**src/rtl/core/rhr_pkg.sv**
```systemverilog
package rhr_pkg;

  localparam int HUE_BITS = 16;
  localparam int UP_SHIFT = (HUE_BITS > 16) ? (HUE_BITS - 16) : 0;
  localparam int DOWN_SHIFT = (HUE_BITS < 16) ? (16 - HUE_BITS) : 0;

  // quotient bits of the two dividers
  localparam int HQ_BITS = HUE_BITS + 1;
  localparam int SQ_BITS = 17;
  localparam int STEPS = (HQ_BITS > SQ_BITS) ? HQ_BITS : SQ_BITS;
  localparam int STEPS_PER_STG = 4;
  localparam int DIV_STG = (STEPS + STEPS_PER_STG - 1) / STEPS_PER_STG;

  localparam int REM_BITS = 11;            // holds 6*c up to 1530
  localparam int NH_BITS = HUE_BITS + 12;  // hue dividend
  localparam int NS_BITS = 25;             // sat dividend

  typedef struct packed {
    logic [7:0] red_in;
    logic [7:0] green_in;
    logic [7:0] blue_in;
    logic       frame_end_in;
  } rhr_in_t;

  typedef struct packed {
    logic [7:0] red_out;
    logic [7:0] green_out;
    logic [7:0] blue_out;
    logic       frame_end_out;
  } rhr_out_t;

  // one restoring division step: returns {quotient bit, new remainder}
  function automatic logic [REM_BITS:0] div_step(input logic [REM_BITS-1:0] rem,
                                                 input logic nbit,
                                                 input logic [REM_BITS-1:0] d);
    logic [REM_BITS:0] r2;
    logic [REM_BITS:0] diff;
    r2 = {rem, nbit};
    diff = r2 - {1'b0, d};
    if (r2 >= {1'b0, d}) begin
      div_step = {1'b1, diff[REM_BITS-1:0]};
    end else begin
      div_step = {1'b0, r2[REM_BITS-1:0]};
    end
  endfunction

endpackage

```
**src/rtl/core/rgb_hue_rotation_top.sv**
```systemverilog
// RGB hue rotation. Takes one 8-bit RGB word per clock (start high; busy is
// always low, so every start is taken), converts it to hue/saturation/value,
// adds the hue_offset register (1/65536 turn units, wraps at one turn) and
// converts back. Each result appears for exactly one cycle on out_word with
// out_strobe high, in input order; the receiver cannot stall. The pipeline
// holds the input register, prep, the two 17-bit restoring dividers (hue and
// saturation), run as 5 stages of up to 4 steps, hue add, two multiply stages
// and the output register. Gray pixels come out as (v,v,v). Write cfg_data
// with cfg_we only while no words are in flight.
module rgb_hue_rotation_top
  import rhr_pkg::*;
(
  input  logic        clk,
  input  logic        rst_n,
  input  logic        start,
  output logic        busy,
  input  rhr_in_t     in_word,
  input  logic        cfg_we,
  input  logic [15:0] cfg_data,
  output logic        out_strobe,
  output rhr_out_t    out_word
);

  localparam int LAT = 5 + DIV_STG;

  logic [15:0] hue_offset_r;

  // input register
  logic    v0_r;
  rhr_in_t w0_r;

  // divider chain, index 0 is the prep stage
  logic                  dv_r    [DIV_STG+1];
  logic [NH_BITS-1:0]    dnh_r   [DIV_STG+1];
  logic [NS_BITS-1:0]    dns_r   [DIV_STG+1];
  logic [REM_BITS-1:0]   dh_r    [DIV_STG+1];
  logic [REM_BITS-1:0]   ds_r    [DIV_STG+1];
  logic [REM_BITS-1:0]   rh_r    [DIV_STG+1];
  logic [REM_BITS-1:0]   rs_r    [DIV_STG+1];
  logic [HQ_BITS-1:0]    qh_r    [DIV_STG+1];
  logic [SQ_BITS-1:0]    qs_r    [DIV_STG+1];
  logic [7:0]            vm_r    [DIV_STG+1];
  logic                  gray_r  [DIV_STG+1];
  logic                  fe_r    [DIV_STG+1];

  logic [NH_BITS-1:0]    dnh_nxt [DIV_STG+1];
  logic [NS_BITS-1:0]    dns_nxt [DIV_STG+1];
  logic [REM_BITS-1:0]   dh_nxt  [DIV_STG+1];
  logic [REM_BITS-1:0]   ds_nxt  [DIV_STG+1];
  logic [REM_BITS-1:0]   rh_nxt  [DIV_STG+1];
  logic [REM_BITS-1:0]   rs_nxt  [DIV_STG+1];
  logic [HQ_BITS-1:0]    qh_nxt  [DIV_STG+1];
  logic [SQ_BITS-1:0]    qs_nxt  [DIV_STG+1];
  logic [7:0]            vm_nxt  [DIV_STG+1];
  logic                  gray_nxt[DIV_STG+1];

  // hue stage
  logic                v3_r, gray3_r, fe3_r;
  logic [7:0]          vm3_r;
  logic [SQ_BITS-1:0]  sat3_r;
  logic [2:0]          sec3_r;
  logic [15:0]         frac3_r;

  // product stage
  logic                v4_r, gray4_r, fe4_r;
  logic [7:0]          vm4_r;
  logic [2:0]          sec4_r;
  logic [32:0]         sf4_r, sg4_r;
  logic [24:0]         pm4_r;

  // channel term stage
  logic                v5_r, gray5_r, fe5_r;
  logic [7:0]          vm5_r, p5_r, q5_r, t5_r;
  logic [2:0]          sec5_r;

  logic     out_strobe_r;
  rhr_out_t out_word_r;

  assign busy = 1'b0;

  // ---------- prep: max, min, chroma, hue numerator, dividends ----------
  logic [7:0]          mx, mn, cc;
  logic [10:0]         num, six_c;
  logic [NH_BITS-1:0]  nh;
  logic [NS_BITS-1:0]  ns;

  always_comb begin
    mx = w0_r.red_in;
    if (w0_r.green_in > mx) mx = w0_r.green_in;
    if (w0_r.blue_in > mx) mx = w0_r.blue_in;
    mn = w0_r.red_in;
    if (w0_r.green_in < mn) mn = w0_r.green_in;
    if (w0_r.blue_in < mn) mn = w0_r.blue_in;
    cc = mx - mn;
    six_c = {2'b0, cc, 1'b0} + {1'b0, cc, 2'b0};
    if (mx == w0_r.red_in) begin
      if (w0_r.green_in >= w0_r.blue_in) begin
        num = {3'b0, w0_r.green_in - w0_r.blue_in};
      end else begin
        num = six_c - {3'b0, w0_r.blue_in - w0_r.green_in};
      end
    end else if (mx == w0_r.green_in) begin
      num = {2'b0, cc, 1'b0} + {3'b0, w0_r.blue_in} - {3'b0, w0_r.red_in};
    end else begin
      num = {1'b0, cc, 2'b0} + {3'b0, w0_r.red_in} - {3'b0, w0_r.green_in};
    end
    nh = ({{(NH_BITS-11){1'b0}}, num} << HUE_BITS)
       + {{(NH_BITS-9){1'b0}}, cc, 1'b0} + {{(NH_BITS-8){1'b0}}, cc};
    ns = {1'b0, cc, 16'b0} + {18'b0, mx[7:1]};
  end

  // ---------- divider stages, up to 4 steps each ----------
  always_comb begin
    logic [REM_BITS:0] st;
    st = '0;
    dnh_nxt[0]  = nh;
    dns_nxt[0]  = ns;
    dh_nxt[0]   = six_c;
    ds_nxt[0]   = {3'b0, mx};
    rh_nxt[0]   = REM_BITS'(nh >> HQ_BITS);
    rs_nxt[0]   = REM_BITS'(ns >> SQ_BITS);
    qh_nxt[0]   = '0;
    qs_nxt[0]   = '0;
    vm_nxt[0]   = mx;
    gray_nxt[0] = (cc == 8'd0);
    for (int s = 1; s <= DIV_STG; s++) begin
      dnh_nxt[s]  = dnh_r[s-1];
      dns_nxt[s]  = dns_r[s-1];
      dh_nxt[s]   = dh_r[s-1];
      ds_nxt[s]   = ds_r[s-1];
      rh_nxt[s]   = rh_r[s-1];
      rs_nxt[s]   = rs_r[s-1];
      qh_nxt[s]   = qh_r[s-1];
      qs_nxt[s]   = qs_r[s-1];
      vm_nxt[s]   = vm_r[s-1];
      gray_nxt[s] = gray_r[s-1];
      for (int j = 0; j < STEPS_PER_STG; j++) begin
        if ((s - 1) * STEPS_PER_STG + j < STEPS) begin
          if (STEPS - 1 - ((s - 1) * STEPS_PER_STG + j) < HQ_BITS) begin
            st = div_step(rh_nxt[s],
                          dnh_r[s-1][STEPS - 1 - ((s - 1) * STEPS_PER_STG + j)],
                          dh_r[s-1]);
            rh_nxt[s] = st[REM_BITS-1:0];
            qh_nxt[s][STEPS - 1 - ((s - 1) * STEPS_PER_STG + j)] = st[REM_BITS];
          end
          if (STEPS - 1 - ((s - 1) * STEPS_PER_STG + j) < SQ_BITS) begin
            st = div_step(rs_nxt[s],
                          dns_r[s-1][STEPS - 1 - ((s - 1) * STEPS_PER_STG + j)],
                          ds_r[s-1]);
            rs_nxt[s] = st[REM_BITS-1:0];
            qs_nxt[s][STEPS - 1 - ((s - 1) * STEPS_PER_STG + j)] = st[REM_BITS];
          end
        end
      end
    end
  end

  // ---------- hue add, sector and fraction ----------
  logic [HUE_BITS-1:0] hue, off_h, hue2;
  logic [HUE_BITS+2:0] h6;
  logic [47:0]         off_w, frac_w;

  always_comb begin
    hue    = qh_r[DIV_STG][HUE_BITS-1:0];
    off_w  = ({32'b0, hue_offset_r} << UP_SHIFT) >> DOWN_SHIFT;
    off_h  = off_w[HUE_BITS-1:0];
    hue2   = hue + off_h;
    h6     = {1'b0, hue2, 2'b0} + {2'b0, hue2, 1'b0};
    frac_w = ({{(48-HUE_BITS){1'b0}}, h6[HUE_BITS-1:0]} << DOWN_SHIFT) >> UP_SHIFT;
  end

  // ---------- channel terms ----------
  logic [40:0] qp, tp;
  logic [24:0] pp;
  logic [32:0] one32;

  always_comb begin
    one32 = {1'b1, 32'b0};
    qp = {33'b0, vm4_r} * (one32 - sf4_r) + {9'b0, 1'b1, 31'b0};
    tp = {33'b0, vm4_r} * (one32 - sg4_r) + {9'b0, 1'b1, 31'b0};
    pp = pm4_r + 25'h8000;
  end

  // ---------- output select ----------
  rhr_out_t sel;
  always_comb begin
    sel.frame_end_out = fe5_r;
    if (gray5_r) begin
      sel.red_out = vm5_r; sel.green_out = vm5_r; sel.blue_out = vm5_r;
    end else begin
      case (sec5_r)
        3'd0: begin
          sel.red_out = vm5_r; sel.green_out = t5_r; sel.blue_out = p5_r;
        end
        3'd1: begin
          sel.red_out = q5_r; sel.green_out = vm5_r; sel.blue_out = p5_r;
        end
        3'd2: begin
          sel.red_out = p5_r; sel.green_out = vm5_r; sel.blue_out = t5_r;
        end
        3'd3: begin
          sel.red_out = p5_r; sel.green_out = q5_r; sel.blue_out = vm5_r;
        end
        3'd4: begin
          sel.red_out = t5_r; sel.green_out = p5_r; sel.blue_out = vm5_r;
        end
        default: begin
          sel.red_out = vm5_r; sel.green_out = p5_r; sel.blue_out = q5_r;
        end
      endcase
    end
  end

  // ---------- control registers ----------
  always_ff @(posedge clk) begin
    if (!rst_n) begin
      hue_offset_r <= '0;
      v0_r <= 1'b0;
      for (int s = 0; s <= DIV_STG; s++) dv_r[s] <= 1'b0;
      v3_r <= 1'b0;
      v4_r <= 1'b0;
      v5_r <= 1'b0;
      out_strobe_r <= 1'b0;
    end else begin
      if (cfg_we) hue_offset_r <= cfg_data;
      v0_r <= start;
      dv_r[0] <= v0_r;
      for (int s = 1; s <= DIV_STG; s++) dv_r[s] <= dv_r[s-1];
      v3_r <= dv_r[DIV_STG];
      v4_r <= v3_r;
      v5_r <= v4_r;
      out_strobe_r <= v5_r;
    end
  end

  // ---------- payload registers ----------
  always_ff @(posedge clk) begin
    w0_r <= in_word;
    fe_r[0] <= w0_r.frame_end_in;
    for (int s = 0; s <= DIV_STG; s++) begin
      dnh_r[s]  <= dnh_nxt[s];
      dns_r[s]  <= dns_nxt[s];
      dh_r[s]   <= dh_nxt[s];
      ds_r[s]   <= ds_nxt[s];
      rh_r[s]   <= rh_nxt[s];
      rs_r[s]   <= rs_nxt[s];
      qh_r[s]   <= qh_nxt[s];
      qs_r[s]   <= qs_nxt[s];
      vm_r[s]   <= vm_nxt[s];
      gray_r[s] <= gray_nxt[s];
    end
    for (int s = 1; s <= DIV_STG; s++) fe_r[s] <= fe_r[s-1];

    vm3_r   <= vm_r[DIV_STG];
    gray3_r <= gray_r[DIV_STG];
    fe3_r   <= fe_r[DIV_STG];
    sat3_r  <= qs_r[DIV_STG];
    sec3_r  <= h6[HUE_BITS+2:HUE_BITS];
    frac3_r <= frac_w[15:0];

    vm4_r   <= vm3_r;
    gray4_r <= gray3_r;
    fe4_r   <= fe3_r;
    sec4_r  <= sec3_r;
    sf4_r   <= sat3_r * {1'b0, frac3_r};
    sg4_r   <= sat3_r * (17'h10000 - {1'b0, frac3_r});
    pm4_r   <= {17'b0, vm3_r} * (25'h10000 - {8'b0, sat3_r});

    vm5_r   <= vm4_r;
    gray5_r <= gray4_r;
    fe5_r   <= fe4_r;
    sec5_r  <= sec4_r;
    q5_r    <= qp[39:32];
    t5_r    <= tp[39:32];
    p5_r    <= pp[23:16];

    out_word_r <= sel;
  end

  assign out_strobe = out_strobe_r;
  assign out_word   = out_word_r;

  // ---------- checks ----------
  // every accepted word must emerge with out_strobe high after the full pipeline
  a_latency: assert property (@(posedge clk) disable iff (!rst_n)
    rst_n && start && !busy |-> ##(LAT + 1) out_strobe)
    else $error("accepted word did not emerge on time");

  a_gray: assert property (@(posedge clk) disable iff (!rst_n)
    v5_r && gray5_r |=> out_word.red_out == out_word.green_out &&
                        out_word.green_out == out_word.blue_out)
    else $error("gray pixel lost its value");

  a_sector: assert property (@(posedge clk) disable iff (!rst_n)
    v3_r |-> sec3_r <= 3'd5)
    else $error("hue sector out of range");

endmodule

```
**config.mk**
```make
export PLATFORM = sky130hd
export DESIGN_NAME = rgb_hue_rotation_top
export DESIGN_NICKNAME = d
export VERILOG_FILES = /design/src/rtl/core/rhr_pkg.sv /design/src/rtl/core/rgb_hue_rotation_top.sv
export SDC_FILE = /design/constraint.sdc
export NUM_CORES = 2
export LEC_CHECK = 0
export ABC_AREA = 1
export BUFFER_PORTS_ARGS = -buffer_cell sky130_fd_sc_hd__buf_4
export CORE_UTILIZATION = 40
export CTS_BUF_LIST = sky130_fd_sc_hd__clkbuf_2 sky130_fd_sc_hd__clkbuf_4 sky130_fd_sc_hd__clkbuf_8
export CTS_CLUSTER_DIAMETER = 40
export CTS_CLUSTER_SIZE = 24
export DETAILED_ROUTE_END_ITERATION = 16
export GPL_TIMING_DRIVEN = 0
export HOLD_SLACK_MARGIN = 0.15
export SYNTH_ARGS = -nofsm -noshare
export SYNTH_HDL_FRONTEND = slang
export SYNTH_SLANG_ARGS = --single-unit
```
**constraint.sdc**
```tcl
create_clock -name clk -period 7.95 [get_ports clk]
set_input_delay 0.795 -clock clk [delete_from_list [all_inputs] [get_ports clk]]
set_output_delay 0.795 -clock clk [all_outputs]
set_load 0.01 [all_outputs]
```
==> summary.md <==
| Metric | Value |
|---|---|
| Status | finished with violations |
| Violated checks | setup timing |
| Placer's final routability congestion estimate | 0.971 |
| Gr ovfl total | 0 |
| Pre-CTS setup slack | -2.34 ns |
| Initial DRC Count | 3707 |
| Met2 Use GR | 37.2% |
| Root Driver | clkbuf_8 |
| Setup Skew | 0.0869 ns |
| Vias in the first global route | 61100 |
| Core footprint | 0.179 mm2 |
| Proportion of synthesized area in mux cells | 0.0449% |
| Row cnt | 155 |
| CP startpoint kind | flip-flop |
| Die span in x | 428 um |
| Largest net degree at the start of global routing | 22 |
| CP dominant cell by count | a21oi_2 |
| Design Area, Final | 0.0855 mm2 |
| Post-Synth Adder-Cell Area | 41.5% |
| XOR/XNOR Fraction of Synth Area | 5.55% |
| Worst EP arrival | 8.72 ns |
| Final #Nets | 11600 |
| Placed cell area | 0.0760 mm2 |
| Multi-input logic area | 0.0563 mm2 |
| Compound-Gate Fraction of Synth Area | 9.04% |
| First-pass GRT wire length | 320000 um |
| CTS tree | done |
| GRT busiest layer | met2 |
| DR vias | 61000 |
| Layout cells sized above 1 | 15.7% |
| HPWL after DPL | 165000 um |
| Area Growth Syn to Fin | 18.0% |
| Max Slew Vio Count | 0 |
| Netlist cell types | 83 |
| Setup-failing EPs final | 4 |
| Synth Net Count | 11100 |
| CTS clk-pin slew, worst paths | 0.12 ns |
| F_max | 126 MHz |
| Vias per cell | 5.00 |
| Synth Area in Simple Gates | 16.7% |
| Routed Wire Length | 206000 um |
| Post-DR wirelength/cell | 16.9 um |
| Initial Util | 40.4% |
| Max incr delay on CP | 0.39 ns |
| Top_reg_cell synth | dfxtp_1 |
| Slew margin rel. | 10.8% |
| Sequential element share of the synthesized area | 15.6% |
| Max_cap viols | 0 |
| CP required | 8.70 ns |
| Post-route ant nets | 0 |
| I/O pin count | 72 |
| Sequential standard cell area | 0.0114 mm2 |
| Final worst-path cycle share | 100% |
| Post-route insts no fill | 12200 |
| Remaining DRCs | 0 |
| Largest family of logic cells by synthesized area | adder cells |
| Die ar. | 0.183 mm2 |
| FF+latch count, synth | 565 |
| Clock sink count | 565 |
| Total negative slack | -0.0444 ns |
| Met1 Track Usage GR | 28.7% |
| DP Cell Count | 11600 |
| Total CTS buffers | 78 |
| WS Path Type | reg2reg |
| Antenna violations before repair | 6 |
| Syn Std Cell Area | 0.0725 mm2 |
| Crit path time final | 7.96 ns |
| Hold crit path type | in2reg |
| Max H-tree Level | 3 |
| Worst slew pin tran | 1.32 ns |
| RSZ-0062 raised after global routing | true |
| Worst Setup Slack, final | -0.0135 ns |
| Ys Warns | 0 |
| Crit-path max FO | 7 |
| Critical Path End Type | flip-flop |
| Die Span Y | 428 um |
| Syn avg cell area | 7.88 um2 |
| Slowest CP cell | dfxtp_4 |
| Post-Synthesis Cells | 9196 |
| Met3 usage | 2.72% |
| Clk_lat worst skew | 0.86 ns |
| GRT Overall Usage | 22.0% |
| EDFF count, synth | 0 |
| IO Port Bufs | 69 |
| Initial DRT Pass Iterations | 8 |
| Ys async rst share | 0% |
| # fillers | 17300 |
| Fin. Hold Viols | 0 |
| Clk buf depth | 3 |
[critical path: cells and delay by family, from the launching register on]
kind / cells / cell delay, ns
AOI/OAI and AO/OA: 27 / 3.91
and+or+nand+nor: 18 / 1.47
adders and majority gates: 4 / 1.01
buffers and inverters: 7 / 0.72
DFF: 1 / 0.39
muxes: 1 / 0.32
[cell usage after synthesis (6+ instances only)]
master | count | area, um2
o21ai_1 | 61 | 305
o211ai_1 | 9 | 67.6
o31ai_1 | 22 | 165
fa_1 | 940 | 18800
dfxtp_1 | 565 | 11300
nand3_2 | 7 | 70.1
nor3_1 | 57 | 285
a211oi_1 | 25 | 188
o22ai_1 | 8 | 50.1
nand3_1 | 177 | 886
o21a_1 | 10 | 75.1
a221oi_1 | 9 | 78.8
clkinv_1 | 12 | 45.0
buf_1 | 27 | 101
xnor2_1 | 151 | 1320
nor4_1 | 21 | 131
and2_1 | 13 | 81.3
or2_2 | 36 | 225
nand3b_1 | 7 | 52.6
a31oi_1 | 23 | 144
o2111ai_1 | 7 | 61.3
nand2_1 | 1665 | 6250
buf_2 | 7 | 35.0
nand2_2 | 20 | 125
nor2_2 | 15 | 93.8
o21ai_0 | 434 | 2170
xor2_1 | 303 | 2650
o21ai_2 | 9 | 78.8
inv_1 | 1935 | 7260
a22oi_1 | 7 | 52.6
nand4_1 | 45 | 282
clkbuf_1 | 176 | 661
nor2_1 | 838 | 3150
a21o_1 | 20 | 150
a21oi_1 | 440 | 2200
ha_1 | 901 | 11300
buf_6 | 8 | 90.1
o41ai_1 | 6 | 52.6
nor2_4 | 7 | 78.8
inv_2 | 38 | 143
o21bai_1 | 51 | 383
[cell usage in the layout (no fill, tap or decap), drive strengths merged, types with 5 or more instances in the layout]
master and instances:
buf 503, a21oi 442, ha 901, nor2 860, nand4 50, fa 940, a211oi 26, a22oi 7
and2 17, clkinv 34, xnor2 153, nand3b 8, o21bai 53, a31oi 23, nand2 1689, o21ai 505
inv 1996, clkbuf 245, o2111ai 7, nand3 187, a21boi 5, o41ai 6, nor3 60, dfxtp 565
nor4 22, clkinvlp 18, o22ai 8, o31ai 23, or2 41, a221oi 9, o211ai 9, a21o 20
o21a 10, dlygate4sd3 41, xor2 304
[cell type report]
type                            instances  area share [%]
Antenna cell                            1         0.00293
Buffer                                204            1.39
Clock buffer                           85            1.35
Clock inverter                         60           0.885
Inverter                             1988            8.97
Multi-Input combinational cell       6422            65.8
Sequential cell                       565            13.4
Tap cell                             2355            3.45
Timing Repair Buffer                  500            4.73
Timing Repair inverter                  2          0.0146
[through the flow]
stage | hold slack [ns] | utilization, %
6_report | 0.260 | 47.7
5_1_grt | 0.234 | 47.7
4_1_cts | 0.173 | 45.3
3_5_place_dp | 0.312 | 42.4
3_3_place_gp | 0.310 | 42.4
2_1_floorplan | 0.310 | -
[what timing repair did]
| action | CTS | global route |
|---|---|---|
| resized for setup | 461 | 730 |
| pin swaps | 124 | 346 |
| setup endpoints to repair | 129 | 129 |
| hold buffers | 41 | 0 |
| hold endpoints to repair | 41 | 0 |
| gates cloned | 0 | 12 |
| buffers inserted | 178 | 204 |
[final timing paths]
kind / startpoint / to / slack (ns) / depth (start not counted)
setup / recovery: dnh_r[0][2] / rh_r[1][2] / -0.01 / 57
hold / removal: cfg_data[7] / hue_offset_r[7] / 0.26 / 3
setup reg to reg: dnh_r[0][2] / rh_r[1][2] / -0.01 / 57
hold reg to reg: gray_r[0] / gray_r[1] / 0.28 / 0
[cell families after synthesis]
family,after synthesis
compound gates,1175
other cells,1
fa+ha+maj,1841
xor+xnor,457
flops,565
mux,3
buf+inv,2209
simple gates,2945
[sequential cells by signal, indices dropped and copies added, names as in the netlist, 8 cells and up]
name / cells
t5_r: 8
vm5_r: 8
vm4_r: 8
vm_r: 22
hue_offset_r: 16
pm4_r: 9
ds_r: 9
rs_r: 45
sat3_r: 17
frac3_r: 15
qh_r: 52
sf4_r: 31
out_word: 25
q5_r: 8
qs_r: 57
sg4_r: 32
dns_r: 23
p5_r: 8
dnh_r: 48
vm3_r: 8
rh_r: 53
w0_r: 25
[layer usage]
| layer | vias to the layer above | routed length [um] |
|---|---|---|
| met3 | 369 | 11100 |
| met1 | 29600 | 88900 |
| met2 | 1536 | 97700 |
| li1 | 29500 | - |
| met4 | 4 | 7780 |
| met5 | - | 27 |
Power is not shown: default switching activity piles up to over one toggle a cycle in this logic, so the estimate is an artifact.
